<file path="config.mk">
export PLATFORM = sky130hd
export DESIGN_NAME = glyph_row_pixel_rasterizer_flat
export DESIGN_NICKNAME = d
export VERILOG_FILES = /design/src/hdl/grpr_pkg.sv /design/src/hdl/grpr_channels.sv /design/src/hdl/grpr_resolve.sv /design/src/hdl/grpr_emit.sv /design/src/hdl/glyph_row_pixel_rasterizer.sv /design/src/flat_wrapper.sv
export SDC_FILE = /design/constraint.sdc
export NUM_CORES = 1
export LEC_CHECK = 0
export ABC_AREA = 1
export BUFFER_PORTS_ARGS = -buffer_cell sky130_fd_sc_hd__buf_2
export CAP_MARGIN = 20
export CORE_ASPECT_RATIO = 1.75
export CORE_MARGIN = 5
export CORE_UTILIZATION = 35
export CTS_CLUSTER_SIZE = 14
export DETAILED_ROUTE_END_ITERATION = 6
export GPL_ROUTABILITY_DRIVEN = 1
export PLACE_DENSITY_LB_ADDON = 0.08
export SLEW_MARGIN = 30
export SYNTH_ARGS = -nofsm -noshare
export SYNTH_HDL_FRONTEND = slang
export SYNTH_SLANG_ARGS = --single-unit
</file>
<file path="constraint.sdc">
create_clock -name clock -period 4.67 [get_ports clock]
set_input_delay 0.2335 -clock clock [delete_from_list [all_inputs] [get_ports clock]]
set_output_delay 0.2335 -clock clock [all_outputs]
set_load 0.005 [all_outputs]
</file>
<file path="src/hdl/grpr_pkg.sv">
// Shared types, constants and parameter defaults for the glyph row pixel rasterizer.
`default_nettype none

package grpr_pkg;

   localparam int CELL_WIDTH_DEF  = 6;
   localparam int MAX_MAGNIFY_DEF = 2;

   localparam int COLOUR_W = 16;
   localparam int GLYPH_W  = 8;
   localparam int ROW_W    = 4;
   localparam int SCALE_W  = 2;
   localparam int CSR_IDX_W  = 1;
   localparam int CSR_DATA_W = 2;

   localparam logic [CSR_IDX_W-1:0] CSR_PIXEL_SCALE    = 1'd0;
   localparam logic [CSR_IDX_W-1:0] CSR_GLOBAL_REVERSE = 1'd1;

   localparam logic [GLYPH_W-1:0] BAR_BITS      = 8'hFC;
   localparam logic [ROW_W-1:0]   UNDERLINE_ROW = 4'd11;
   localparam logic [ROW_W-1:0]   STRIKE_ROW    = 4'd6;

   typedef struct packed {
      logic [SCALE_W-1:0] pixel_scale;
      logic               global_reverse;
   } cfg_type;

   // Resolved cell row: final colours, glyph bits with pix[i] for column i.
   typedef struct packed {
      logic [COLOUR_W-1:0] fore;
      logic [COLOUR_W-1:0] back;
      logic [GLYPH_W-1:0]  pix;
      logic [SCALE_W-1:0]  scale_m1;
   } item_type;

endpackage

`default_nettype wire

</file>
<file path="src/hdl/grpr_channels.sv">
// Valid/ready channel interfaces for cell row requests and pixel responses.
`default_nettype none

interface grpr_req_if;
   logic        valid;
   logic        ready;
   logic [15:0] fore_colour;
   logic [15:0] back_colour;
   logic        dim_flag;
   logic        invisible_flag;
   logic        reverse_flag;
   logic        cursor_here;
   logic        wide_tail_flag;
   logic        underline_flag;
   logic        strike_flag;
   logic [7:0]  glyph_bits;
   logic [3:0]  glyph_row;

   modport source (
      output valid, fore_colour, back_colour, dim_flag, invisible_flag, reverse_flag,
             cursor_here, wide_tail_flag, underline_flag, strike_flag, glyph_bits, glyph_row,
      input  ready
   );
   modport sink (
      input  valid, fore_colour, back_colour, dim_flag, invisible_flag, reverse_flag,
             cursor_here, wide_tail_flag, underline_flag, strike_flag, glyph_bits, glyph_row,
      output ready
   );
endinterface

interface grpr_rsp_if;
   logic        valid;
   logic        ready;
   logic [15:0] pixel_colour;
   logic        last_pixel;

   modport source (output valid, pixel_colour, last_pixel, input ready);
   modport sink   (input valid, pixel_colour, last_pixel, output ready);
endinterface

`default_nettype wire

</file>
<file path="src/hdl/grpr_resolve.sv">
// Input stage: resolves colours and glyph bits of one cell row into a holding slot.
`default_nettype none

module grpr_resolve #(
   parameter int MAX_MAGNIFY = grpr_pkg::MAX_MAGNIFY_DEF
) (
   input  wire logic              clock,
   input  wire logic              reset,
   input  wire grpr_pkg::cfg_type cfg,
   grpr_req_if.sink               req,
   input  wire logic              take,
   output grpr_pkg::item_type     slot,
   output logic                   slot_valid
);

   function automatic logic [15:0] halve_swapped(input logic [15:0] c);
      logic [15:0] v;
      logic [15:0] h;
      v = {c[7:0], c[15:8]};
      h = {1'b0, v[15:12], 1'b0, v[10:6], 1'b0, v[4:1]};
      return {h[7:0], h[15:8]};
   endfunction

   logic                    slot_valid_ff, slot_valid_in;
   grpr_pkg::item_type      slot_ff, resolved;
   logic [15:0]             fore_dim, fore_vis;
   logic                    swap;
   logic [7:0]              bits;
   logic [grpr_pkg::SCALE_W-1:0] scale_m1;
   logic                    accept;

   assign req.ready  = !slot_valid_ff || take;
   assign accept     = req.valid && req.ready;
   assign slot       = slot_ff;
   assign slot_valid = slot_valid_ff;

   always_comb begin
      fore_dim = req.dim_flag ? halve_swapped(req.fore_colour) : req.fore_colour;
      fore_vis = req.invisible_flag ? req.back_colour : fore_dim;
      swap     = req.reverse_flag ^ cfg.global_reverse ^ req.cursor_here;

      bits = req.wide_tail_flag ? '0 : req.glyph_bits;
      if (req.underline_flag && (req.glyph_row == grpr_pkg::UNDERLINE_ROW)) begin
         bits = grpr_pkg::BAR_BITS;
      end
      if (req.strike_flag && (req.glyph_row == grpr_pkg::STRIKE_ROW)) begin
         bits = grpr_pkg::BAR_BITS;
      end

      // Clamp scale into 1..MAX_MAGNIFY, kept as scale minus one.
      if (cfg.pixel_scale == '0) begin
         scale_m1 = '0;
      end else if (int'(cfg.pixel_scale) > MAX_MAGNIFY) begin
         scale_m1 = grpr_pkg::SCALE_W'(MAX_MAGNIFY - 1);
      end else begin
         scale_m1 = cfg.pixel_scale - grpr_pkg::SCALE_W'(1);
      end

      resolved.fore     = swap ? req.back_colour : fore_vis;
      resolved.back     = swap ? fore_vis : req.back_colour;
      resolved.scale_m1 = scale_m1;
      // Column i reads glyph bit 7-i, so bit-reverse once here.
      for (int i = 0; i < grpr_pkg::GLYPH_W; i++) begin
         resolved.pix[i] = bits[grpr_pkg::GLYPH_W-1-i];
      end
   end

   always_comb begin
      slot_valid_in = slot_valid_ff;
      if (accept) begin
         slot_valid_in = 1'b1;
      end else if (take) begin
         slot_valid_in = 1'b0;
      end
   end

   always_ff @(posedge clock) begin
      if (reset) begin
         slot_valid_ff <= 1'b0;
      end else begin
         slot_valid_ff <= slot_valid_in;
      end
   end

   always_ff @(posedge clock) begin
      if (accept) begin
         slot_ff <= resolved;
      end
   end

endmodule

`default_nettype wire

</file>
<file path="src/hdl/grpr_emit.sv">
// Pixel sequencer: walks columns and replicas of a resolved row into the output register.
`default_nettype none

module grpr_emit #(
   parameter int CELL_WIDTH  = grpr_pkg::CELL_WIDTH_DEF,
   parameter int MAX_MAGNIFY = grpr_pkg::MAX_MAGNIFY_DEF
) (
   input  wire logic                 clock,
   input  wire logic                 reset,
   input  wire grpr_pkg::item_type   slot,
   input  wire logic                 slot_valid,
   output logic                      take,
   grpr_rsp_if.source                rsp
);

   localparam int GX_W  = (CELL_WIDTH > 1) ? $clog2(CELL_WIDTH) : 1;
   localparam int CNT_W = (MAX_MAGNIFY > 1) ? $clog2(MAX_MAGNIFY) : 1;

   grpr_pkg::item_type item_ff, item_in;
   logic               busy_ff, busy_in;
   logic [GX_W-1:0]    gx_ff, gx_in;
   logic [CNT_W-1:0]   sx_ff, sx_in;
   logic [CNT_W-1:0]   sy_ff, sy_in;
   logic               rsp_valid_ff, rsp_valid_in;
   logic [15:0]        pixel_ff, pixel_in;
   logic               last_ff, last_in;
   logic               advance;
   logic               sx_end, gx_end, sy_end, at_last;
   logic [2:0]         col;

   assign rsp.valid        = rsp_valid_ff;
   assign rsp.pixel_colour = pixel_ff;
   assign rsp.last_pixel   = last_ff;

   always_comb begin
      advance = busy_ff && (!rsp_valid_ff || rsp.ready);
      sx_end  = (sx_ff == item_ff.scale_m1[CNT_W-1:0]);
      sy_end  = (sy_ff == item_ff.scale_m1[CNT_W-1:0]);
      gx_end  = (gx_ff == GX_W'(CELL_WIDTH - 1));
      at_last = sx_end && gx_end && sy_end;
      take    = slot_valid && (!busy_ff || (advance && at_last));
      col     = 3'(gx_ff);

      item_in      = item_ff;
      busy_in      = busy_ff;
      gx_in        = gx_ff;
      sx_in        = sx_ff;
      sy_in        = sy_ff;
      rsp_valid_in = rsp_valid_ff;
      pixel_in     = pixel_ff;
      last_in      = last_ff;

      if (rsp_valid_ff && rsp.ready) begin
         rsp_valid_in = 1'b0;
      end

      if (advance) begin
         rsp_valid_in = 1'b1;
         pixel_in     = item_ff.pix[col] ? item_ff.fore : item_ff.back;
         last_in      = at_last;
         // Step replica, then column, then line repeat.
         if (sx_end) begin
            sx_in = '0;
            if (gx_end) begin
               gx_in = '0;
               sy_in = sy_ff + CNT_W'(1);
            end else begin
               gx_in = gx_ff + GX_W'(1);
            end
         end else begin
            sx_in = sx_ff + CNT_W'(1);
         end
         if (at_last) begin
            busy_in = 1'b0;
         end
      end

      if (take) begin
         busy_in = 1'b1;
         item_in = slot;
         gx_in   = '0;
         sx_in   = '0;
         sy_in   = '0;
      end
   end

   always_ff @(posedge clock) begin
      if (reset) begin
         busy_ff      <= 1'b0;
         rsp_valid_ff <= 1'b0;
         gx_ff        <= '0;
         sx_ff        <= '0;
         sy_ff        <= '0;
      end else begin
         busy_ff      <= busy_in;
         rsp_valid_ff <= rsp_valid_in;
         gx_ff        <= gx_in;
         sx_ff        <= sx_in;
         sy_ff        <= sy_in;
      end
   end

   always_ff @(posedge clock) begin
      item_ff  <= item_in;
      pixel_ff <= pixel_in;
      last_ff  <= last_in;
   end

endmodule

`default_nettype wire

</file>
<file path="src/hdl/glyph_row_pixel_rasterizer.sv">
// Top level of the glyph row pixel rasterizer: control registers and the two stages.
//
//   channel | direction | handshake        | moves
//   req_if  | in        | valid/ready      | one cell row item
//   rsp_if  | out       | valid/ready      | one pixel item, last_pixel on the final one
//   csr_*   | in        | csr_we, no ready | pixel_scale, global_reverse
//
// Each row item yields CELL_WIDTH * s * s pixels, one per cycle while rsp_if is ready,
// from the output register, s being the clamped scale: 6 pixels at scale 1, 24 at scale 2.
// The first pixel is registered in the slot, the item register and the output register;
// a held slot takes the next item while the sequencer works, so rows follow with no gap.
// A stalled rsp_if holds the pixel; reset (synchronous) sets scale 1 and reverse off.
`default_nettype none

module glyph_row_pixel_rasterizer #(
   parameter int CELL_WIDTH  = grpr_pkg::CELL_WIDTH_DEF,
   parameter int MAX_MAGNIFY = grpr_pkg::MAX_MAGNIFY_DEF
) (
   input  wire logic                            clock,
   input  wire logic                            reset,
   grpr_req_if.sink                             req_if,
   grpr_rsp_if.source                           rsp_if,
   input  wire logic                            csr_we,
   input  wire logic [grpr_pkg::CSR_IDX_W-1:0]  csr_index,
   input  wire logic [grpr_pkg::CSR_DATA_W-1:0] csr_wdata
);

   grpr_pkg::cfg_type  cfg_ff, cfg_in;
   grpr_pkg::item_type slot;
   logic               slot_valid;
   logic               take;

   always_comb begin
      cfg_in = cfg_ff;
      if (csr_we) begin
         unique case (csr_index)
            grpr_pkg::CSR_PIXEL_SCALE: begin
               cfg_in.pixel_scale = csr_wdata[grpr_pkg::SCALE_W-1:0];
            end
            grpr_pkg::CSR_GLOBAL_REVERSE: begin
               cfg_in.global_reverse = csr_wdata[0];
            end
            default: begin
               cfg_in = cfg_ff;
            end
         endcase
      end
   end

   always_ff @(posedge clock) begin
      if (reset) begin
         cfg_ff.pixel_scale    <= grpr_pkg::SCALE_W'(1);
         cfg_ff.global_reverse <= 1'b0;
      end else begin
         cfg_ff <= cfg_in;
      end
   end

   grpr_resolve #(
      .MAX_MAGNIFY (MAX_MAGNIFY)
   ) u_resolve (
      .clock      (clock),
      .reset      (reset),
      .cfg        (cfg_ff),
      .req        (req_if),
      .take       (take),
      .slot       (slot),
      .slot_valid (slot_valid)
   );

   grpr_emit #(
      .CELL_WIDTH  (CELL_WIDTH),
      .MAX_MAGNIFY (MAX_MAGNIFY)
   ) u_emit (
      .clock      (clock),
      .reset      (reset),
      .slot       (slot),
      .slot_valid (slot_valid),
      .take       (take),
      .rsp        (rsp_if)
   );

endmodule

`default_nettype wire

</file>
<file path="src/flat_wrapper.sv">
// flat-port wrapper written by rule: the top's interface ports become plain ports
module glyph_row_pixel_rasterizer_flat 
#(
   parameter int CELL_WIDTH  = grpr_pkg::CELL_WIDTH_DEF,
   parameter int MAX_MAGNIFY = grpr_pkg::MAX_MAGNIFY_DEF
)
  (clock, reset, csr_we, csr_index, csr_wdata, req_if_valid, req_if_fore_colour, req_if_back_colour, req_if_dim_flag, req_if_invisible_flag, req_if_reverse_flag, req_if_cursor_here, req_if_wide_tail_flag, req_if_underline_flag, req_if_strike_flag, req_if_glyph_bits, req_if_glyph_row, req_if_ready, rsp_if_valid, rsp_if_pixel_colour, rsp_if_last_pixel, rsp_if_ready);
  grpr_req_if req_if_i ();
  grpr_rsp_if rsp_if_i ();
  input  wire logic clock;
  input  wire logic reset;
  input  wire logic csr_we;
  input  wire logic [grpr_pkg::CSR_IDX_W-1:0] csr_index;
  input  wire logic [grpr_pkg::CSR_DATA_W-1:0] csr_wdata;
  input wire logic [$bits(req_if_i.valid)-1:0] req_if_valid;
  input wire logic [$bits(req_if_i.fore_colour)-1:0] req_if_fore_colour;
  input wire logic [$bits(req_if_i.back_colour)-1:0] req_if_back_colour;
  input wire logic [$bits(req_if_i.dim_flag)-1:0] req_if_dim_flag;
  input wire logic [$bits(req_if_i.invisible_flag)-1:0] req_if_invisible_flag;
  input wire logic [$bits(req_if_i.reverse_flag)-1:0] req_if_reverse_flag;
  input wire logic [$bits(req_if_i.cursor_here)-1:0] req_if_cursor_here;
  input wire logic [$bits(req_if_i.wide_tail_flag)-1:0] req_if_wide_tail_flag;
  input wire logic [$bits(req_if_i.underline_flag)-1:0] req_if_underline_flag;
  input wire logic [$bits(req_if_i.strike_flag)-1:0] req_if_strike_flag;
  input wire logic [$bits(req_if_i.glyph_bits)-1:0] req_if_glyph_bits;
  input wire logic [$bits(req_if_i.glyph_row)-1:0] req_if_glyph_row;
  output wire logic [$bits(req_if_i.ready)-1:0] req_if_ready;
  output wire logic [$bits(rsp_if_i.valid)-1:0] rsp_if_valid;
  output wire logic [$bits(rsp_if_i.pixel_colour)-1:0] rsp_if_pixel_colour;
  output wire logic [$bits(rsp_if_i.last_pixel)-1:0] rsp_if_last_pixel;
  input wire logic [$bits(rsp_if_i.ready)-1:0] rsp_if_ready;
  assign req_if_i.valid = req_if_valid;
  assign req_if_i.fore_colour = req_if_fore_colour;
  assign req_if_i.back_colour = req_if_back_colour;
  assign req_if_i.dim_flag = req_if_dim_flag;
  assign req_if_i.invisible_flag = req_if_invisible_flag;
  assign req_if_i.reverse_flag = req_if_reverse_flag;
  assign req_if_i.cursor_here = req_if_cursor_here;
  assign req_if_i.wide_tail_flag = req_if_wide_tail_flag;
  assign req_if_i.underline_flag = req_if_underline_flag;
  assign req_if_i.strike_flag = req_if_strike_flag;
  assign req_if_i.glyph_bits = req_if_glyph_bits;
  assign req_if_i.glyph_row = req_if_glyph_row;
  assign req_if_ready = req_if_i.ready;
  assign rsp_if_valid = rsp_if_i.valid;
  assign rsp_if_pixel_colour = rsp_if_i.pixel_colour;
  assign rsp_if_last_pixel = rsp_if_i.last_pixel;
  assign rsp_if_i.ready = rsp_if_ready;
  glyph_row_pixel_rasterizer #(.CELL_WIDTH(CELL_WIDTH), .MAX_MAGNIFY(MAX_MAGNIFY)) u_core (.clock(clock), .reset(reset), .req_if(req_if_i), .rsp_if(rsp_if_i), .csr_we(csr_we), .csr_index(csr_index), .csr_wdata(csr_wdata));
endmodule
</file>
==> run summary, run 1 <==
Clk slew on worst S/H paths = 0.07 ns
Final setup fails = 0
CP peak stage delay = 0.59 ns
R2R Path End = u_core.u_resolve.slot[16]
Crit. End Element = flop
FF/Latch Area = 0.003173 mm^2
Worst r2r path cells = 8
Worst-Margin Slew = 0.8184 ns
GRT Total Usage = 0.1193
Crit Path Class = reg -> reg
Vias in the first global route = 2981
Pleak = 2.247 nW
Syn avg cell area = 11.09 um^2
Ranking of synthesized cells by area = edfxtp_1 65%, nand2_1 8.3%, o21ai_0 4.7%
Clock Skew = 0.006206 ns
Reg-to-Reg Start = u_core.u_emit.item_ff[0]
Area Overhead vs Synth = 19.70%
Outcome = finished clean
Bufs on Longest Clock Path = 2
Share of layout cells above drive strength 1 = 0.2049
Synth warnings = 0
Final nets = 548
Vias per cell = 4.486
Core area = 0.01287 mm^2
Port bufs = 77
I/O pin count = 78
Share of the synthesized area in the top cell type = 0.6520
Via count = 2979
Clock Latency Late Sink = 0.34 ns
TritonCTS clock tree = built
Number of max-cap violations = 0
Die ar. = 0.01550 mm^2
Maximum clock frequency = 0.3855 GHz
Slowest CP cell = inv_1
Postcts setup bufs = 0
N_diodes = 0
Remaining DRCs = 0
Hold depth = 2
Fin crit period = 2.594 ns
CP Cell Sequence = ha_1 -> inv_1 -> nor2_1 -> nand3_1 -> nand3_1 -> nand2_1 -> inv_1 -> buf_4
First-pass DRT Iterations = 4
Multi-input logic area = 0.001121 mm^2
Initial antenna violation count = 0
Clock Tree Root = clkbuf_16
Post-cts resize count = 0
Final ANT Viol Nets = 0
Filler Cell Count = 1298
Gpl congestion = 0.6843
Register bit total from synthesis = 109
Setup crit start kind = flop
DRT Wirelength = 8.679 mm
Count leader, synth = nand2_1
Setup TNS Final = 0 ns
Largest net degree at the start of global routing = 42
Slew headroom = 0.4538
Setup slack, reg-to-reg = 2.08 ns
Starting density of the core = 0.3543
Hold-fix buffers, CTS = 0
Syn_nets = 471
Hold crit path type = in -> reg
First-pass GRT wire length = 14.17 mm
Worst-path maximum fanout = 23
Async SR Flop Fraction = 0
Req. time, crit path = 4.69 ns
Starting DRT DRC Count = 72
Dpl hpwl = 6.601 mm
Final Hold Viols = 0
Worst Hold End = u_core.cfg_ff[0]
Max Slew Vio Count = 0
Mapped cell area = 0.004559 mm^2
Hold Startpoint = reset
Hold_ws = 0.1374 ns
Power density cells = 405.4 mW/mm^2
Post-synth top flop = edfxtp_1
H-tree depth = 3
Post-synthesis sequential area ratio = 0.6959
Final Util = 0.4241
Drt wl/cell = 13.07 um
Crit path DAT = 2.61 ns
Die width = 96.28 um
Post-synth EDFFs = 99
Clock sink total = 109
Cell taking the most area after synthesis = edfxtp_1
Post-place instance area = 0.005119 mm^2
Total power = 0.002212 W
Rows = 55
Commonest cells in the netlist = 101 x nand2_1, 99 x edfxtp_1, 51 x inv_1, 43 x o21ai_0, 27 x nand3_1
VDD IR-drop max = 154.8 uV
Num CTS Buffers = 9
Chip Height = 161.0 um
Overflow after GRT = 0
Synth Instances = 411
Unrepaired setup endpoints after global routing = no
Post-synth cell types = 26
Post-route cell area = 0.005458 mm^2
Period utilization = 0.5555
## state kept, by name (all words and copies together) (netlist names)
signal,flops
u_core.u_emit.item_ff,41
u_core.u_emit.sy_ff,1
u_core.u_emit.busy_ff,1
u_core.u_emit.rsp.last_pixel,1
u_core.u_emit.rsp.valid,1
u_core.u_emit.col,3
u_core.cfg_ff,2
u_core.u_resolve.slot_valid,1
u_core.u_emit.sx_ff,1
u_core.u_emit.rsp.pixel_colour,16
u_core.u_resolve.slot,41
## worst max path at each step
stage | from | end | cells past startpoint
floorplan | u_core.u_emit.item_ff[0] | u_core.u_resolve.slot[0] | 7
global placement | u_core.u_emit.item_ff[0] | u_core.u_resolve.slot[18] | 8
detailed placement | u_core.u_emit.item_ff[0] | u_core.u_resolve.slot[18] | 8
CTS | u_core.u_emit.item_ff[0] | u_core.u_resolve.slot[18] | 8
global route | u_core.u_emit.item_ff[0] | u_core.u_resolve.slot[34] | 8
finish | u_core.u_emit.item_ff[0] | u_core.u_resolve.slot[16] | 8
## metrics by stage
stage	setup WS, ns	std cells
floorplan	2.323	411
global placement	2.074	648
detailed placement	2.015	648
CTS	1.991	664
global route	1.821	664
finish	2.076	664
## power by group
part | switching (W) | internal, W | leakage (nW)
Combinational | 0.000122 | 0.0000673 | 1.06
Clock | 0.000324 | 0.000524 | 0.161
Sequential | 0.0000190 | 0.00116 | 1.03
## cells by family (layout without fill, tap and decap cells)
logic type,count (synthesis),count (layout),synth area share
adder cells (fa/ha/maj),1,1,0.002744
AO/OA/AOI/OAI,75,75,0.08974
flip-flops,109,109,0.6959
XOR/XNOR,2,2,0.003843
AND/OR/NAND/NOR,157,157,0.1487
buffers and inverters,67,149,0.05900
## worst max-delay path: cells and delay by family (launching register included)
family | cells | cell delay, ns
DFF | 1 | 0.42
adders and majority gates | 1 | 0.36
buffers and inverters | 3 | 1.06
and+or+nand+nor | 4 | 0.42
## cell usage in the layout (no fill, tap or decap), drive strengths merged
cell,count
clkbuf,10
clkinv,1
dfxtp,10
nor3,1
inv,53
a21oi,18
nand4,4
nor2,18
nand2,103
o21ai,43
a22oi,13
buf,81
nand3,27
or2,1
edfxtp,99
and2,1
bufinv,3
xor2,1
o22ai,1
nor3b,2
clkinvlp,1
xnor2,1
ha,1
## per-layer routing
metal / up-vias / GRT usage / wire (um)
li1: 1557 / - / -
met1: 1348 / 0.1299 / 3397
met2: 61 / 0.2174 / 4700
met3: 13 / 0.02749 / 422
met4: 0 / 0.04469 / 159
met5: - / 0 / 0
## layout make-up
class,instances,area share
flip-flops and latches,109,0.5814
multi-input cells,235,0.2054
repair buffers,81,0.07611
clock buffers,10,0.04195
well taps,171,0.03920
inverters,52,0.03576
clock inverters,6,0.02017
Note: power is estimated with default switching activity, not from simulation.
==> inputs of run 2 (changes only) <==
==> constraint.sdc (replaced) <==
create_clock -name clock -period 2.3 [get_ports clock]
set_input_delay 0.115 -clock clock [delete_from_list [all_inputs] [get_ports clock]]
set_output_delay 0.115 -clock clock [all_outputs]
set_load 0.005 [all_outputs]
==> run summary, run 2 (same netlist as run 1, synthesis figures left out) <==
Hold crit path type = in -> reg
Initial antenna violation count = 0
Dpl hpwl = 6.582 mm
Filler Cell Count = 1284
Clock Latency Late Sink = 0.34 ns
Req. time, crit path = 2.33 ns
Share of layout cells above drive strength 1 = 0.2146
Core area = 0.01287 mm^2
Clock sink total = 109
Hold_ws = 0.01598 ns
Remaining DRCs = 0
Power density cells = 791.7 mW/mm^2
Most frequent cells in the layout = 101 x nand2_1, 99 x edfxtp_1, 77 x buf_2
GRT Total Usage = 0.1186
CP peak stage delay = 0.41 ns
Setup TNS Final = 0 ns
N_diodes = 0
Crit Path Class = reg -> reg
Crit path DAT = 1.93 ns
Place WS = 0.3971 ns
Worst-path maximum fanout = 41
H-tree depth = 3
Final Hold Viols = 0
Starting DRT DRC Count = 68
Setup crit start kind = flop
Number of max-cap violations = 0
Final nets = 549
Area Overhead vs Synth = 19.81%
First-pass GRT wire length = 14.18 mm
Overflow after GRT = 0
First-pass DRT Iterations = 4
Worst-Margin Slew = 0.5705 ns
Rows = 55
Postcts setup bufs = 0
Placed Cells incl. Taps = 649
Num CTS Buffers = 9
Non-filler cells, final = 665
Crit. End Element = flop
Starting density of the core = 0.3543
CP Cell Sequence = ha_1 -> inv_1 -> nor2_1 -> nand3_1 -> nand3_1 -> nand2_1 -> clkinvlp_4 -> buf_12
CP most frequent cell = nand3_1
Die width = 96.28 um
Outcome = finished clean
Vias in the first global route = 3093
Post-cts resize count = 0
Slowest CP cell = edfxtp_1
Largest net degree at the start of global routing = 42
Commonest non-fill, non-tap cell in the layout = nand2_1
TritonCTS clock tree = built
Gpl congestion = 0.7131
Period utilization = 0.8295
Final ANT Viol Nets = 0
Drt wl/cell = 12.91 um
Clock Skew = 0.006783 ns
DRT Wirelength = 8.583 mm
Final setup fails = 0
Vias per cell = 4.481
Clock Tree Root = clkbuf_16
VDD IR-drop max = 317.1 uV
Total power = 0.004325 W
PnR worst setup slack = 0.3922 ns
Pleak = 2.237 nW
Setup slack, reg-to-reg = 0.39 ns
Bufs on Longest Clock Path = 2
Chip Height = 161.0 um
Die ar. = 0.01550 mm^2
Clk slew on worst S/H paths = 0.07 ns
Slew headroom = 0.6196
Via count = 2980
I/O pin count = 78
Unrepaired setup endpoints after global routing = no
Hold-fix buffers, CTS = 0
Fin crit period = 1.908 ns
Port bufs = 77
Maximum clock frequency = 0.5242 GHz
Max Slew Vio Count = 0
==> run 2: cell count changes in the layout (fill, tap and decap cells not counted), sizes merged <==
cell      change
buf           +1
bufinv        -2
clkbuf        -1
clkinv        +1
clkinvlp      +1
inv           +1
==> run 2: metal layers <==
metal / part of all wire / routed length, um / track usage
met1: 0.39 / 3305 / 0.1277
met2: 0.56 / 4784 / 0.2196
met3: 0.042 / 361 / 0.02144
met4: 0.015 / 131 / 0.04858
met5: 0 / 0 / 0
==> run 2: cell type report <==
cell class	count	area, um^2	area share
sequential	109	3173	0.5809
multi-input combinational	235	1121	0.2052
timing repair buffer	82	447.9	0.08200
clock buffer	9	225.2	0.04123
tap	171	214.0	0.03917
inverter	52	202.7	0.03710
clock inverter	7	78.83	0.01443
==> run 2: power breakdown <==
group	total, W	switching (W)	leakage, nW	internal (W)
Sequential	0.00238	0.0000386	1.03	0.00235
Clock	0.00154	0.000685	0.151	0.000860
Combinational	0.000396	0.000251	1.05	0.000145
Total	0.00432	0.000974	2.24	0.00335
==> run 2: path summary, 6_finish.rpt <==
path | startpoint | to | cells after the start
worst max register to register | u_core.u_emit.item_ff[0] | u_core.u_resolve.slot[22] | 8
worst min register to register | u_core.u_resolve.slot[41] | u_core.u_emit.item_ff[41] | 0
worst min-delay path | reset | u_core.u_resolve.slot_valid | 2
worst max-delay path | u_core.u_emit.item_ff[0] | u_core.u_resolve.slot[22] | 8
==> run 2: critical path, delay by kind of cell (launching register included) <==
| kind | cells | cell delay (ns) |
|---|---|---|
| buf+inv | 3 | 0.36 |
| fa+ha+maj | 1 | 0.36 |
| flops | 1 | 0.41 |
| simple gates | 4 | 0.43 |
==> run 2: through the flow <==
step,instance area [um^2],utilization
2_1_floorplan,4567,-
3_3_place_gp,5159,0.4009
3_5_place_dp,5159,0.4009
4_1_cts,5463,0.4245
5_1_grt,5463,0.4245
6_report,5463,0.4245
